## src/rtl/segq_pkg.sv

```systemverilog
// shared types and constants for the segment versus quad hit test
package segq_pkg;

  localparam int COORD_WIDTH_DEFAULT = 16;
  localparam int NUM_SIDES = 4;
  localparam int NUM_CORNERS = 4;
  localparam int ORIENT_STAGES = 3;

  // corner pairs that make up each side: 0-1, 1-2, 2-3, 0-3
  localparam int SIDE_FIRST [NUM_SIDES] = '{0, 1, 2, 0};
  localparam int SIDE_SECOND [NUM_SIDES] = '{1, 2, 3, 3};

  typedef struct packed {
    logic neg;
    logic zero;
  } orient_t;

  typedef struct packed {
    orient_t o_start;
    orient_t o_end;
    orient_t o_first;
    orient_t o_second;
    logic w_start;
    logic w_end;
    logic w_first;
    logic w_second;
  } side_test_t;

endpackage

```

## src/rtl/segq_decide.sv

```systemverilog
// per side hit decision and result register
module segq_decide (
  input  logic                                        clk,
  input  logic                                        rst,
  input  logic                                        valid,
  input  segq_pkg::side_test_t [segq_pkg::NUM_SIDES-1:0] tests,
  output logic                                        done,
  output logic                                        hit,
  output logic [segq_pkg::NUM_SIDES-1:0]              side_mask
);

  logic [segq_pkg::NUM_SIDES-1:0] mask_now;

  always_comb begin
    for (int s = 0; s < segq_pkg::NUM_SIDES; s++) begin
      mask_now[s] =
        (!tests[s].o_start.zero && !tests[s].o_end.zero &&
         (tests[s].o_start.neg != tests[s].o_end.neg) &&
         !tests[s].o_first.zero && !tests[s].o_second.zero &&
         (tests[s].o_first.neg != tests[s].o_second.neg)) ||
        (tests[s].o_start.zero && tests[s].w_start) ||
        (tests[s].o_end.zero && tests[s].w_end) ||
        (tests[s].o_first.zero && tests[s].w_first) ||
        (tests[s].o_second.zero && tests[s].w_second);
    end
  end

  always_ff @(posedge clk) begin
    if (rst) begin
      done <= 1'b0;
    end else begin
      done <= valid;
    end
    hit <= |mask_now;
    side_mask <= mask_now;
  end

endmodule

```

## config.mk

```make
export PLATFORM = sky130hd
export DESIGN_NAME = segq_decide
export DESIGN_NICKNAME = d
export VERILOG_FILES = /design/src/rtl/segq_pkg.sv /design/src/rtl/segq_decide.sv
export SDC_FILE = /design/constraint.sdc
export NUM_CORES = 1
export LEC_CHECK = 0
export BUFFER_PORTS_ARGS = -buffer_cell sky130_fd_sc_hd__buf_2
export CORE_UTILIZATION = 26
export CTS_CLUSTER_DIAMETER = 30
export DETAILED_ROUTE_END_ITERATION = 10
export PLACE_DENSITY = 0.87
export SYNTH_ARGS = -nofsm -noshare
export SYNTH_HDL_FRONTEND = slang
export SYNTH_SLANG_ARGS = --single-unit
```

## constraint.sdc

```tcl
create_clock -name clk -period 1.3 [get_ports clk]
set_input_delay 0.26 -clock clk [delete_from_list [all_inputs] [get_ports clk]]
set_output_delay 0.26 -clock clk [all_outputs]
set_load 0.01 [all_outputs]
```

# After elaboration in Yosys (flattened, before gate mapping)
# Cells that the tools add are included.
dict set report word_totals {
  register_bits 6
  latchBits 0
  ram_bits 0
  romBits 0
  inputBits 51
  n_memories 0
}
dict set report op_classes {
  add_sub_neg 0
  mul 0
  div 0
  magnitude_cmp 0
  n_eq_ne 8
  shifts 0
  mux 0
  bitwise 0
  n_reduce_logical 69
}
# operator n
set op_table {}
lappend op_table {{1-bit logical AND} 36}
lappend op_table {{1-bit zero test} 16}
lappend op_table {{1-bit logical OR} 16}
lappend op_table {{1-bit inequality test} 8}
lappend op_table {{4-bit OR reduction} 1}

# Longest topological paths before layout
dict set report logic_depth {
  word_depth 11
  ltp_mapped 4
  mapped_depth_nobuf 4
}

# Worst setup path after synthesis
# No wires, ideal clock.
dict set report synth_path {
  kind {input -> register}
  start {input port tests[29] (netlist name)}
  end {register hit}
  arrival_time_ns 1.049
  required_time_ns 1.166
  path_slack_ns 0.117
  cell_stages 4
  n_path_buf 0
  path_cell_list {xor2_1 -> nand3_1 -> nand3_2 -> or4_1}
}
dict set report synth_between {
  elab_chain_len 7
}
# item line_no
set synth_rtl {}
lappend synth_rtl {{start, declared} segq_decide.sv:6} ;# input segq_pkg::side_test_t [segq_pkg::NUM_SIDES-1:0] tests,
lappend synth_rtl {{1-bit inequality test} segq_decide.sv:20} ;# (tests[s].o_first.neg != tests[s].o_second.neg)) ||
lappend synth_rtl {{1-bit logical AND} segq_decide.sv:19} ;# !tests[s].o_first.zero && !tests[s].o_second.zero &&
lappend synth_rtl {{1-bit logical OR} segq_decide.sv:20}
lappend synth_rtl {{1-bit logical OR} segq_decide.sv:21} ;# (tests[s].o_start.zero && tests[s].w_start) ||
lappend synth_rtl {{1-bit logical OR} segq_decide.sv:22} ;# (tests[s].o_end.zero && tests[s].w_end) ||
lappend synth_rtl {{1-bit logical OR} segq_decide.sv:23} ;# (tests[s].o_first.zero && tests[s].w_first) ||
lappend synth_rtl {{net mask_now, one bit} segq_decide.sv:12} ;# logic [segq_pkg::NUM_SIDES-1:0] mask_now;
lappend synth_rtl {{4-bit OR reduction} segq_decide.sv:34} ;# hit <= |mask_now;
lappend synth_rtl {{end signal, assigned} segq_decide.sv:34}
lappend synth_rtl {{end, declared} segq_decide.sv:8} ;# output logic hit,
# The timed path passes the listed nets, and every way through them passes these cells.
# A chain may end at the register's enable or synchronous reset.

# Final worst setup path
# Same ends and word-level chain as after synthesis.

==> impl_metrics.yaml <==
clocking:
  cts_buffers: 3
  cts_resized: 0
  htreeDepth: 1
  cts-root-buf: "clkbuf_4"
  cts_setup_buffers: 0
  cts_tree: "done"
  cts_hold_buf: 0
  cts_sinks: 6
  cts.path.max_buffers: 2
  clkTransAtPathRegs_ns: 0.05
synthesis:
  synth_simple_gate_area_frac: 0.244
  synth_compound_area_frac: 0.204
  synthMuxAreaShare: 0
  synth_cell_types: 9
  synthAdderAreaFrac: 0
  synth-xor-area-share: 0.204
  synth_area_leaders: "dfxtp_1, xor2_1, a22oi_1"
  synthCells: 36
  postSynthAreaPerCell_um2: 9.56
  ys_ff_latch: 6
  ys_seq_area_frac: 0.349
  synth_top_area_share: 0.349
  syn_nets: 87
  synth_area_um2: 344
  yosys.area.top_type: "dfxtp_1"
  yosys_warnings: 0
  synth_top_family_by_area: "simple AND/OR/NAND/NOR gates"
placement:
  pre_cts_ws_ns: -0.0625
  placed_area_um2: 642
  portBuffers: 56
  gp_congestion: 0.694
critical_path:
  crit_start: "tests[29]"
  crit_type: "primary input to flip-flop"
  crit_arrival_ns: 1.21
  cp_max_fo: 2
  worstPathRequired_ns: 1.41
  cp-start-kind: "primary input"
  critPathCaptureType: "flip-flop"
  crit_path_end: "hit"
global_routing:
  grt_overflow: 0
  grt_pass1_wl_mm: 1.64
  grt_pass1_vias: 461
  grt_max_degree: 4
  antenna_found_initial: 0
  track_usage: 0.162
die:
  die_x_um: 38.4
  fp-row-count: 12
  die_y_um: 38.4
  start_util: 0.294
  design.core.area_um2: 1170
  die_area_um2: 1470
  ios: 57
route:
  first_iter_violations: 4
  via_count: 528
  wire_per_inst_um: 10.0
  drcViolationCount: 0
  firstDrtPassIters: 2
  routed_via_density: 4.84
  wl_mm: 1.09
  ant_nets: 0
timing:
  final-max-slew-violation-count: 0
  setup_viol: 0
  hold_viol_final: 0
  min_period_over_period: 0.844
  fmax_mhz: 911
  setup_ws_ns: 0.203
  max-slew-margin-rel: 0.815
  tightestPinTransition_ns: 0.274
  rsz0062_at_grt: "false"
  fin_crit_ns: 1.10
  whs_ns: 0.180
flow_run:
  drv_cap: 0
finish:
  areaGrowthSynthToFinish_pct: 93.1
  n_fill_cell: 112
  drive_above_1_share: 0.653
  final_util: 0.567
  nets: 148
  fin_area_um2: 664
  diodes: 0
pwr:
  p_leak_nw: 0.354
  pwr_density_cell_nw_per_um2: 781
  ir_drop_uv: 280
outcome:
  outcome: "completed"
worst_hold_path:
  min_path_type: "primary input to flip-flop"
  min-delay-start: "rst"
==> critical path, stage by stage <==
cell	delay (ns)
buf_2	0.10
xor2_1	0.15
nand3_1	0.09
nand3_2	0.08
or4_1	0.53
==> through the flow <==
stage / instances / TNS [ns] / total power [mW]
floorplan: 36 / 0 / 0.254
global placement: 106 / -0.0157 / 0.351
detailed placement: 106 / -0.0625 / 0.358
CTS: 109 / 0 / 0.528
global route: 109 / 0 / 0.554
finish: 109 / 0 / 0.519
==> layout make-up <==
cell class	instances	area, um2	area share
flip-flops and latches	6	120	0.181
repair buffers	56	280	0.422
multi-input cells	30	224	0.337
clock buffers	3	22.5	0.0339
well taps	14	17.5	0.0264
==> sequential cells by signal, indices dropped and copies added (netlist names) <==
name	cells
done	1
side_mask	4
hit	1
==> cells in the mapped netlist, drive strengths merged <==
library cell	instances
xor2	8
nor4	4
a22oi	8
nand3	8
nor2b	1
or4	1
dfxtp	6
==> routing by layer <==
layer / wire [um] / up-vias / global-route usage
met5: 0 / - / 0
li1: - / 268 / -
met4: 0 / 0 / 0.0517
met2: 695 / 25 / 0.364
met3: 66 / 0 / 0.0465
met1: 331 / 235 / 0.119
==> kinds of logic (layout without fill, tap and decap cells) <==
group / count (synthesis) / after routing
XOR/XNOR: 8 / 8
AO/OA/AOI/OAI: 8 / 8
flip-flops: 6 / 6
buffers and inverters: 0 / 59
AND/OR/NAND/NOR: 14 / 14
==> layout by cell type, fill, tap and decap left out, drive strengths merged <==
| cell type | Yosys | routed |
|---|---|---|
| nor4 | 4 | 4 |
| nand3 | 8 | 8 |
| xor2 | 8 | 8 |
| a22oi | 8 | 8 |
| nor2b | 1 | 1 |
| or4 | 1 | 1 |
| dfxtp | 6 | 6 |
| buf | 0 | 56 |
| clkbuf | 0 | 3 |
==> where the power goes <==
group	switching (mW)	total [mW]	internal, mW
clock	0.0622	0.166	0.104
combinational	0.0631	0.152	0.0887
sequential	0.00247	0.201	0.198
total	0.128	0.519	0.391
==> worst min path at each step <==
stage	end	slack (ns)	cells after the start
floorplan	done	0.33	1
global placement	done	0.42	2
detailed placement	done	0.42	2
CTS	done	0.17	2
global route	done	0.19	2
finish	done	0.18	2
No activity file was read; power rests on OpenSTA's default activity.
