[config.mk]
export PLATFORM = sky130hd
export DESIGN_NAME = segq_bounds
export DESIGN_NICKNAME = d
export VERILOG_FILES = /design/src/rtl/segq_pkg.sv /design/src/rtl/segq_bounds.sv
export SDC_FILE = /design/constraint.sdc
export NUM_CORES = 1
export LEC_CHECK = 0
export BUFFER_PORTS_ARGS = -buffer_cell sky130_fd_sc_hd__buf_2
export CORE_MARGIN = 4
export CORE_UTILIZATION = 45
export CTS_CLUSTER_SIZE = 25
export DETAILED_ROUTE_END_ITERATION = 12
export GPL_ROUTABILITY_DRIVEN = 1
export PLACE_DENSITY = 0.79
export SYNTH_ARGS = -nofsm -noshare
export SYNTH_HDL_FRONTEND = slang
export SYNTH_SLANG_ARGS = --single-unit
[constraint.sdc]
create_clock -name clk -period 2.9 [get_ports clk]
set_input_delay 0.29 -clock clk [delete_from_list [all_inputs] [get_ports clk]]
set_output_delay 0.29 -clock clk [all_outputs]
set_load 0.01 [all_outputs]
[src/rtl/segq_pkg.sv]
// shared types and constants for the segment versus quad hit test
package segq_pkg;

  localparam int COORD_WIDTH_DEFAULT = 16;
  localparam int NUM_SIDES = 4;
  localparam int NUM_CORNERS = 4;
  localparam int ORIENT_STAGES = 3;

  // corner pairs that make up each side: 0-1, 1-2, 2-3, 0-3
  localparam int SIDE_FIRST [NUM_SIDES] = '{0, 1, 2, 0};
  localparam int SIDE_SECOND [NUM_SIDES] = '{1, 2, 3, 3};

  typedef struct packed {
    logic neg;
    logic zero;
  } orient_t;

  typedef struct packed {
    orient_t o_start;
    orient_t o_end;
    orient_t o_first;
    orient_t o_second;
    logic w_start;
    logic w_end;
    logic w_first;
    logic w_second;
  } side_test_t;

endpackage

[src/rtl/segq_bounds.sv]
// bounding box test of r against segment p-q, delayed to match the orientation units
module segq_bounds #(
  parameter int COORD_WIDTH = segq_pkg::COORD_WIDTH_DEFAULT
) (
  input  logic                          clk,
  input  logic signed [COORD_WIDTH-1:0] p_x,
  input  logic signed [COORD_WIDTH-1:0] p_y,
  input  logic signed [COORD_WIDTH-1:0] q_x,
  input  logic signed [COORD_WIDTH-1:0] q_y,
  input  logic signed [COORD_WIDTH-1:0] r_x,
  input  logic signed [COORD_WIDTH-1:0] r_y,
  output logic                          in_box
);

  logic                                 box_now;
  logic [segq_pkg::ORIENT_STAGES-1:0]   pipe;

  assign box_now = (r_x >= p_x || r_x >= q_x) && (r_x <= p_x || r_x <= q_x) &&
                   (r_y >= p_y || r_y >= q_y) && (r_y <= p_y || r_y <= q_y);

  always_ff @(posedge clk) begin
    pipe <= {pipe[segq_pkg::ORIENT_STAGES-2:0], box_now};
  end

  assign in_box = pipe[segq_pkg::ORIENT_STAGES-1];

endmodule

After elaboration in Yosys (flattened, before gate mapping)
Index checks and enable logic that the tools add are counted.

Register bits: 3. Output and inout bits: 1. Logic and storage cells: 16.

Magnitude comparators: 8. Reduce and logical (&&, ||, !) cells: 7.

Operator list (number): 16-bit >= comparator (4); 16-bit <= comparator (4); 1-bit logical OR (4); 1-bit logical AND (3).

Logic depth before layout (Yosys ltp)
Depth after elaboration: 5. Mapped depth: 9.

Least setup slack after synthesis
No wires, ideal clock.

Kind: input to register. From: input q_x[15]. To: register pipe[0] (netlist bit). Setup time: 117 ps. Arrival time: 1965 ps. Path slack: 819 ps. Stages on the path: 9. Path buffers: 0. Cell sequence: inv_1 ha_1 nand4_1 or4_1 a21oi_1 or4_1 mux2i_1 xor2_1 o22a_1.

Longest elaborated chain between the ends: 5.

RTL lines: start: declaration (line segq_bounds.sv:8) `input logic signed [COORD_WIDTH-1:0] q_x,`; 16-bit >= comparator / 16-bit <= comparator (equally long branches) (line segq_bounds.sv:18) `assign box_now = (r_x >= p_x || r_x >= q_x) && (r_x <= p_x || r_x <= q_x) &&`; 1-bit logical OR (line segq_bounds.sv:18); 1-bit logical AND * (2 in series) (line segq_bounds.sv:18); 1-bit logical AND * (line segq_bounds.sv:19) `(r_y >= p_y || r_y >= q_y) && (r_y <= p_y || r_y <= q_y);`; via box_now (line segq_bounds.sv:15) `logic box_now;`; end signal: assignment (line segq_bounds.sv:22) `pipe <= {pipe[segq_pkg::ORIENT_STAGES-2:0], box_now};`; end: declaration (line segq_bounds.sv:16) `logic [segq_pkg::ORIENT_STAGES-1:0] pipe;`.

The timed path passes the listed nets; every way through them passes the cells marked *.

Final worst setup path
From: input r_x[15]. To: register pipe[0] (netlist bit).

Longest elaborated chain between the ends: 5.

RTL lines: start: declaration (line segq_bounds.sv:10) `input logic signed [COORD_WIDTH-1:0] r_x,`; 16-bit >= comparator / 16-bit <= comparator (equally long branches) (line segq_bounds.sv:18); 1-bit logical OR (line segq_bounds.sv:18); 1-bit logical AND * (2 in series) (line segq_bounds.sv:18); 1-bit logical AND * (line segq_bounds.sv:19); via box_now (line segq_bounds.sv:15).

Marks and branches as above.

==> metrics.md <==
| Metric | Value |
|---|---|
| CTS Buffer Depth | 2 |
| Normalized max-slew margin | 71.9% |
| Worst Tran Pin Value | 0.411 ns |
| Ant diodes | 0 |
| Total gr overflow | 0 |
| Power per cell area | 201 nW/um^2 |
| Critical path's most frequent cell | or4_1 |
| Post-synthesis mux area share | 2.57% |
| Die height | 69.6 microns |
| Setup Skew | about 0.0011 ns |
| Leak | 1.46 nW |
| CP peak stage delay | around 0.57 ns |
| Final setup fails | 0 |
| Post-synthesis sequential area ratio | 3.52% |
| Final HPWL DP | 3.95 mm |
| YS warnings | 0 |
| Simple-Gate Fraction of Synth Area | 15.3% |
| Global-route wire length before repair | 7.29 mm |
| Worst path required time | 3.00 ns |
| Syn Inst Count | 228 |
| Buf+Inv Stages, Crit Path | 1 |
| Root buffer cell | clkbuf_8 |
| Skew-Pair Late Insertion Delay | 0.21 ns |
| Max FFs per register | 3 |
| Status | finished, final reports clean |
| Die ar. | between 4000 and 5000 sq um |
| Synth-to-layout area growth | 34.6% |
| Largest family of logic cells by synthesized area | adder cells |
| Area of the mapped netlist | 1710 sq um |
| WHS | 0.319 ns |
| Max Freq | around 480 MHz |
| Routed len/inst | approximately 11 microns |
| Arrival @ worst endpoint | about 2.2 ns |
| Peak VDD IR | 140 uV |
| Adder-Cell Fraction of Synth Area | 46.9% |
| Largest net degree at the start of global routing | 5 |
| Post-Synth XOR/XNOR Area | under 10% |
| CTS HTree Levels | 1 |
| Top delay family on crit path | simple AND/OR/NAND/NOR gates |
| Yosys reg bits | 3 |
| Period utilisation layout | roughly 72% |
| Starting Density | between 40% and 50% |
| Complex-gate fraction of the synthesized area | between 10% and 20% |
| Die X | 69.6 microns |
| CP Launch Type | input port |
| Via count | 1858 |
| I/O pin count | 98 |
| Top flop regs | pipe: 3 flops |
| CTS tree | yes |
| RD Place Congestion | 0.854 |
| Vias in the first global route | 1803 |
| Core area | between 3000 and 4000 sq um |
| CTS Buf Count | 3 |
| Antenna-violating nets left | 0 |
| Antenna violations before repair | 0 |
| Minimum clock period | 2.10 ns |
| Post-CTS sizing | 0 |
| Layout cells sized above 1 | 30.7% |
| # rows | 22 |
| Worst-path cell chain | buf_2 -> ha_1 -> nand4_1 -> or4_1 -> a21oi_1 -> or4_1 -> mux2i_1 -> xor2_1 -> o22a_1 |
| Slowest cell on crit path | or4_1 |
| Critical path endpoint category | flop |
| Crit path kind | input port to flop |
| Final #Nets | 491 |
| Post-CTS setup buffer count | 0 |
| Final WL | between 4 and 5 mm |
| Hold Vio Cnt, Final | 0 |
| Max-slew violations | 0 |
| DR iter-0 viols | 67 |
| Drt first pass iters | 4 |
| RSZ-0062 raised after global routing | false |
| Crit path max fanout | 3 |
| Sink Count | 3 |
| Commonest non-fill, non-tap cell in the layout | buf_2 |
| Maxcap violations | 0 |
| TNS Setup | 0 ns |
| Most frequent cells in the layout | 97 x buf_2, 64 x ha_1, 62 x inv_1 |
| Vias per inst | 4.93 |
| Worst hold path class | flop to flop |
| Post-CTS Hold Buffers | 0 |
| Clock transition at path regs | approximately 0.030 ns |
| Gr usage total | 17.5% |
| Syn nets | 389 |
| Post-synth cell types | 29 |
| Avg Inst Size Synth | 7.49 sq um |
| Port Buffers | 97 |
| Largest reg by FF count | pipe |
| DRC viols | 0 |
[final timing paths]
check | startpoint | to | slack, ns | cells after the start
hold reg to reg | pipe[0] | pipe[1] | 0.32 | 0
setup reg to reg | pipe[1] | pipe[2] | 2.51 | 0
setup / recovery | r_x[15] | pipe[0] | 0.80 | 9
hold / removal | pipe[0] | pipe[1] | 0.32 | 0
[cell type report]
cell class	count	area [sq um]
multi-input cells	163	1410
fillers	347	1360
repair buffers	97	485
inverters	62	233
flip-flops and latches	3	60.1
well taps	48	60.1
clock buffers	4	45.0
[metal layers]
| metal | part of all wire (%) | global-route usage [%] |
|---|---|---|
| met1 | 44 | 20.9 |
| met2 | 48 | 31.4 |
| met3 | 7.6 | 4.93 |
| met4 | 0.46 | 2.60 |
| met5 | 0 | 0 |
[synth_stat cells]
| cell | count | area [sq um] |
|---|---|---|
| ha_1 | 64 | 801 |
| inv_1 | 62 | 233 |
| a21oi_1 | 24 | 120 |
| nand4_1 | 14 | 87.6 |
| nand2_1 | 9 | 33.8 |
| a21o_1 | 6 | 45.0 |
| nand3_1 | 5 | 25.0 |
| nor2b_1 | 4 | 25.0 |
| o211ai_1 | 4 | 30.0 |
| or4_1 | 4 | 30.0 |
| dfxtp_1 | 3 | 60.1 |
| mux2i_1 | 3 | 30.0 |
| nand2b_1 | 3 | 18.8 |
| a2111oi_0 | 2 | 17.5 |
| a211oi_1 | 2 | 15.0 |
| nor3_1 | 2 | 10.0 |
| nor4_1 | 2 | 12.5 |
| o21ai_1 | 2 | 10.0 |
| o21bai_1 | 2 | 15.0 |
| xor2_1 | 2 | 17.5 |
| a311o_1 | 1 | 10.0 |
| mux2i_2 | 1 | 13.8 |
| nor2_1 | 1 | 3.75 |
| nor4b_1 | 1 | 8.76 |
| o21a_1 | 1 | 7.51 |
| o21ai_0 | 1 | 5.00 |
| o22a_1 | 1 | 8.76 |
| o22ai_1 | 1 | 6.26 |
| or3_1 | 1 | 6.26 |
[cell families (layout without fill, tap and decap cells)]
kind of cell,Yosys count,in the layout
adders and majority gates,64,64
buffers and inverters,62,163
AOI/OAI and AO/OA,47,47
and+or+nand+nor,46,46
muxes,4,4
DFF,3,3
xor gates and xnor gates,2,2
[per-stage QoR]
step	utilization, %	std cells	power [mW]	setup slack, ns	cell area, sq um
final	62.7	377	0.463	0.800	2300
after global routing	62.7	377	0.517	0.686	2300
after CTS	62.7	377	0.469	0.791	2300
after detailed placement	61.5	373	0.344	0.588	2250
after global placement	61.5	373	0.338	0.641	2250
after floorplan	-	228	0.230	0.819	1710
[report_power, final]
| part | total, mW | internal [mW] | switching (mW) |
|---|---|---|---|
| clock network | 0.120 | 0.0936 | 0.0262 |
| registers | 0.0571 | 0.0545 | 0.00265 |
| logic | 0.286 | 0.147 | 0.139 |
(Power assumes the default switching activity.)
