## src/rtl/segq_pkg.sv

```systemverilog
// shared types and constants for the segment versus quad hit test
package segq_pkg;

  localparam int COORD_WIDTH_DEFAULT = 16;
  localparam int NUM_SIDES = 4;
  localparam int NUM_CORNERS = 4;
  localparam int ORIENT_STAGES = 3;

  // corner pairs that make up each side: 0-1, 1-2, 2-3, 0-3
  localparam int SIDE_FIRST [NUM_SIDES] = '{0, 1, 2, 0};
  localparam int SIDE_SECOND [NUM_SIDES] = '{1, 2, 3, 3};

  typedef struct packed {
    logic neg;
    logic zero;
  } orient_t;

  typedef struct packed {
    orient_t o_start;
    orient_t o_end;
    orient_t o_first;
    orient_t o_second;
    logic w_start;
    logic w_end;
    logic w_first;
    logic w_second;
  } side_test_t;

endpackage

```

## src/rtl/segq_orient.sv

```systemverilog
// three stage orientation unit: sign of (q - p) x (r - p)
module segq_orient #(
  parameter int COORD_WIDTH = segq_pkg::COORD_WIDTH_DEFAULT
) (
  input  logic                          clk,
  input  logic signed [COORD_WIDTH-1:0] p_x,
  input  logic signed [COORD_WIDTH-1:0] p_y,
  input  logic signed [COORD_WIDTH-1:0] q_x,
  input  logic signed [COORD_WIDTH-1:0] q_y,
  input  logic signed [COORD_WIDTH-1:0] r_x,
  input  logic signed [COORD_WIDTH-1:0] r_y,
  output segq_pkg::orient_t             sign
);

  localparam int DW = COORD_WIDTH + 1;
  localparam int PW = 2 * DW;
  localparam int SW = PW + 1;

  logic signed [DW-1:0] ux;
  logic signed [DW-1:0] uy;
  logic signed [DW-1:0] vx;
  logic signed [DW-1:0] vy;
  logic signed [PW-1:0] prod_a;
  logic signed [PW-1:0] prod_b;
  logic signed [SW-1:0] cross_prod;

  assign cross_prod = SW'(prod_a) - SW'(prod_b);

  always_ff @(posedge clk) begin
    ux <= DW'(q_x) - DW'(p_x);
    uy <= DW'(q_y) - DW'(p_y);
    vx <= DW'(r_x) - DW'(p_x);
    vy <= DW'(r_y) - DW'(p_y);
    prod_a <= PW'(ux) * PW'(vy);
    prod_b <= PW'(uy) * PW'(vx);
    sign.neg <= cross_prod[SW-1];
    sign.zero <= (cross_prod == '0);
  end

endmodule

```

## config.mk

```make
export PLATFORM = sky130hd
export DESIGN_NAME = segq_orient
export DESIGN_NICKNAME = d
export VERILOG_FILES = /design/src/rtl/segq_pkg.sv /design/src/rtl/segq_orient.sv
export SDC_FILE = /design/constraint.sdc
export NUM_CORES = 2
export LEC_CHECK = 0
export BUFFER_PORTS_ARGS = -buffer_cell sky130_fd_sc_hd__buf_2
export CORE_MARGIN = 10
export CORE_UTILIZATION = 60
export CTS_BUF_LIST = sky130_fd_sc_hd__clkbuf_4 sky130_fd_sc_hd__clkbuf_8
export CTS_CLUSTER_DIAMETER = 100
export CTS_CLUSTER_SIZE = 28
export DETAILED_ROUTE_END_ITERATION = 7
export PLACE_DENSITY_LB_ADDON = 0.3
export SETUP_SLACK_MARGIN = 0.1
export SLEW_MARGIN = 25
export SYNTH_ARGS = -nofsm -noshare
export SYNTH_HDL_FRONTEND = slang
export SYNTH_SLANG_ARGS = --single-unit
```

## constraint.sdc

```tcl
create_clock -name clk -period 6.6 [get_ports clk]
set_input_delay 0.33 -clock clk [delete_from_list [all_inputs] [get_ports clk]]
set_output_delay 0.33 -clock clk [all_outputs]
set_load 0.005 [all_outputs]
```

# == Word-level counts from Yosys, hierarchy flattened ==
# Index checks and enable logic that the tools add are counted.
# op_classes
n_addsub,5
mul,2
n_div,0
order_cmp,0
eq_ne,0
n_shift,0
muxes,0
n_bitwise,0
n_reduce_logical,1
# op_table
operator,count
$mul A17 B17 Y34,2
$sub A16 B16 Y17,4
$logic_not A35 Y1,1
$sub A34 B34 Y35,1
# totals
regBits,138
latchBits,0
mem_bits_rw,0
romBits,0
input_bits,97
output_inout_bits,2
wordCells,16
n_memories,0

# == Longest topological paths before layout ==
# logic_depth
word_depth,2
mapped_depth,26
mapped_depth_nobuf,25

# == Worst setup path after synthesis ==
# No wires, ideal clock.
# synth_path
kind,register to register
from,register vx[8]
to,register prod_b[33]
setup_time_ps,72
arrival_time_ps,6223
t_required_ps,6528
slack_ps,305
path_stages_with_launch,26
n_path_buf,2
synth_period_minus_slack_ps,6295
cell_sequence,dfxtp_1 clkbuf_1 clkbuf_1 nand2_1 fa_1 inv_1 fa_1 inv_1 fa_1 inv_1 fa_1 fa_1 inv_1 fa_1 inv_1 ha_1 a21o_1 a21oi_1 nor2b_1 or4_1 o21ai_1 o21ai_1 o41ai_1 o21bai_1 a21oi_1 xnor2_1
# synth_via
elab_chain_cells,1
# synth_lines
element,line_no,rtl
"start, declared",segq_orient.sv:21,logic signed [DW-1:0] vx;
"start signal, assigned",segq_orient.sv:32,vx <= DW'(r_x) - DW'(p_x);
$mul A17 B17 Y34,segq_orient.sv:35,prod_b <= PW'(uy) * PW'(vx);
"end signal, assigned",segq_orient.sv:35,
"end, declared",segq_orient.sv:24,logic signed [PW-1:0] prod_b;
# No other way between the ends.

# == Final worst setup path ==
# layout_path
from,register vx[16]
to,register prod_b[32]
# The elaborated chain is that of the path after synthesis.

==> results.md <==
- Syn nets: about 4100
- GRT busiest layer: met2
- Top Ports: 99
- Pre-CTS setup slack: between 0.03 and 0.04 ns
- Initial DRC Count: 1452
- DRT Pass-1 Iters: 5
- Max-cap viol count: 0
- Fillers: 3844
- Largest net degree at the start of global routing: 18
- Synth warn: 0
- Initial Utilization: between 60% and 70%
- CP max stage cell: dfxtp_1
- # DRC: 0
- Seq/Total Area, Yosys: 9.50%
- Reg2reg setup slack: approximately 0.27 ns
- Number of buffers created by CTS: 17
- Min Tclk post-route: 6.33 ns
- GR Layer Usage met2: 45.1%
- Routed via count: roughly 22000
- GRT Overall Usage: a little over a quarter
- Status: finished, final reports clean
- Port Buf Inserts: between 90 and 100
- RSZ-0062 raised after global routing: false
- Fmax: around 160 MHz
- Dpl hpwl: 63300 um
- CP Launch Point: vx[16]
- Synth area leaders: fa_1, ha_1, dfxtp_1
- CP required: 7.05 ns
- Detailed Route WL: between 70000 and 80000 um
- Htree depth: 4
- R2r startpoint: vx[16]
- Worst rel slew slack: between 50% and 60%
- Total Neg Setup Slack: 0 ns
- Worst Path Arrival: about 6.8 ns
- Critical path class: flip-flop to flip-flop
- Cell chain of the critical path: inv_1, nor2_1, fa_1, fa_1, fa_1, fa_1, fa_1, inv_1, fa_1, inv_1, ha_1, and4_1, nand3_1, a211o_1, nand2_1, a41oi_2, a211o_1, o31a_1, o21ai_1, a21oi_1, xnor2_1
- Post-synth ARST share: 0%
- Clock root cell: clkbuf_8
- Final Max Slew Viols: 0
- Synthesized flop and latch total: roughly 140
- Hold WS: approximately 0.072 ns
- Die X: 240 um
- CTS Buffer Depth: 2
- Top-area cell type share of the netlist area: between 40 and 50%
- Cell variety after synth: 89
- Area growth from synthesis to layout: 7.52%
- Final Util: between 60 and 70%
- Die Y: roughly 240 um
- CP endpoint kind: flip-flop
- Synth area leader: fa_1
- Most frequent CP cell: fa_1
- Final setup vio count: 0
- Cells after synthesis: 3156
- Average routed wire per standard cell: 18.6 um
- Vias in the first global route: approximately 24000
- Final hold vios: 0
- EDFF count, synth: 0
- # nets final: around 4200
- CTS tree: done
- Via/cell ratio: about 5.6
- Routing usage on met1: 34.6%
- Worst setup SP type: flip-flop
- GR met3 Demand/Resource: around 4.4%
- Synthesized area: ~0.029 mm^2
- Hold-fix buffers, CTS: 0
- Clock Latency Late Sink: approximately 0.55 ns
- Die area: 0.0577 mm^2
- Final worst-path cycle share: between 90% and 100%
- Commonest non-fill, non-tap cells in the layout: inv_1, fa_1, nand2_1
- Worst slew pin tran: between 0.6 and 0.7 ns
- Clock transition at path regs: approximately 0.10 ns
- Post-DRT Antenna Nets: 0
- CP max FO: 7
- Main synth FF type: dfxtp_1
- Worst setup path endpoint: prod_b[32]
- Hold depth: 3
- Total global routing overflow: 0
- Rows: 80
- Clock sink count: 138
- Initial antenna violation count: 1
- Clock skew: approximately 0.019 ns
- Slowest stage delay, CP: around 0.55 ns
- Worst min path class: input pin to flip-flop
- First-pass GRT wire length: around 120000 um
- Commonest non-fill, non-tap cell in the layout: inv_1
- Routability Congestion: between 0.9 and 1
- Setup ws final: ~0.27 ns
- Reg-to-Reg End: prod_b[32]
- Synth Area per Inst: ~9.2 um^2
- Core area: approximately 0.048 mm^2
- Fraction of layout instances using a drive strength above 1: about a tenth
- R2R depth: 21
-- critical path, delay by kind of cell (launching register included) --
| family | cells | cell delay (ns) |
|---|---|---|
| adder cells (fa/ha/maj) | 7 | 3.22 |
| AO/OA/AOI/OAI | 6 | 1.33 |
| AND/OR/NAND/NOR | 4 | 0.64 |
| flip-flops | 1 | 0.55 |
| buffers and inverters | 3 | 0.37 |
| XOR/XNOR | 1 | 0.12 |
-- layout make-up --
type / count / area, um^2 / area share (%)
diodes: 1 / 2.50 / 0.00800
clock inverters: 14 / 161 / 0.516
flip-flops and latches: 138 / 2830 / 9.03
repair buffers: 186 / 1180 / 3.77
inverters: 693 / 2600 / 8.32
clock buffers: 18 / 248 / 0.792
multi-input cells: 2245 / 23500 / 75.1
well taps: 615 / 769 / 2.46
-- per-stage QoR --
| stage | instance area, um^2 | instances |
|---|---|---|
| after CTS | 31100 | 3908 |
| after floorplan | 29100 | 3156 |
| after global routing | 31300 | 3909 |
| final | 31300 | 3910 |
| after detailed placement | 30700 | 3876 |
| after global placement | 30700 | 3876 |
-- routing by layer --
| metal | up-vias | wire (um) |
|---|---|---|
| li1 | 9901 | - |
| met1 | 11000 | 29600 |
| met2 | 782 | 35500 |
| met3 | 144 | 4990 |
| met4 | 0 | 2660 |
| met5 | - | 0 |
-- worst min path at each step --
stage	startpoint	to	slack, ns
after floorplan	vy[0]	prod_a[0]	0.50
after global placement	p_x[0]	ux[0]	0.63
after detailed placement	p_x[0]	ux[0]	0.63
after CTS	p_x[0]	ux[0]	0.05
after global routing	p_x[0]	vx[0]	0.09
final	p_x[0]	ux[0]	0.07
-- registers in the layout, indices dropped and copies added, names as in the netlist --
name	cells
uy	17
prod_b	34
vx	17
ux	17
sign	2
prod_a	34
vy	17
-- kinds of logic (layout without fill, tap and decap cells) --
kind of cell	count (synthesis)	in the layout	synth area share [%]
XOR/XNOR	121	121	3.64
buffers and inverters	773	911	10.0
multiplexers	6	6	0.207
other	0	1	0
flip-flops	138	138	9.50
AO/OA/AOI/OAI	351	351	8.14
AND/OR/NAND/NOR	902	902	15.9
adder cells (fa/ha/maj)	865	865	52.6
-- repair_timing --
item / CTS / global route
setup endpoints to repair: 4 / 15
buffers inserted: 0 / 1
gates resized for setup: 11 / 52
pin swaps: 0 / 10
-- cells in the mapped netlist, types with 13 or more instances --
| master | n |
|---|---|
| a21o_1 | 40 |
| a21oi_1 | 96 |
| and2_1 | 295 |
| clkbuf_1 | 78 |
| dfxtp_1 | 138 |
| fa_1 | 597 |
| ha_1 | 268 |
| inv_1 | 693 |
| nand2_1 | 308 |
| nand2b_1 | 30 |
| nand3_1 | 24 |
| nor2_1 | 114 |
| nor2b_1 | 27 |
| nor3_1 | 36 |
| o21a_1 | 20 |
| o21ai_0 | 54 |
| o21bai_1 | 13 |
| xnor2_1 | 100 |
| xor2_1 | 21 |
Power is left out: the tool's default activity adds up to more than one toggle a clock period on the data nets, which glitch-free logic cannot reach.
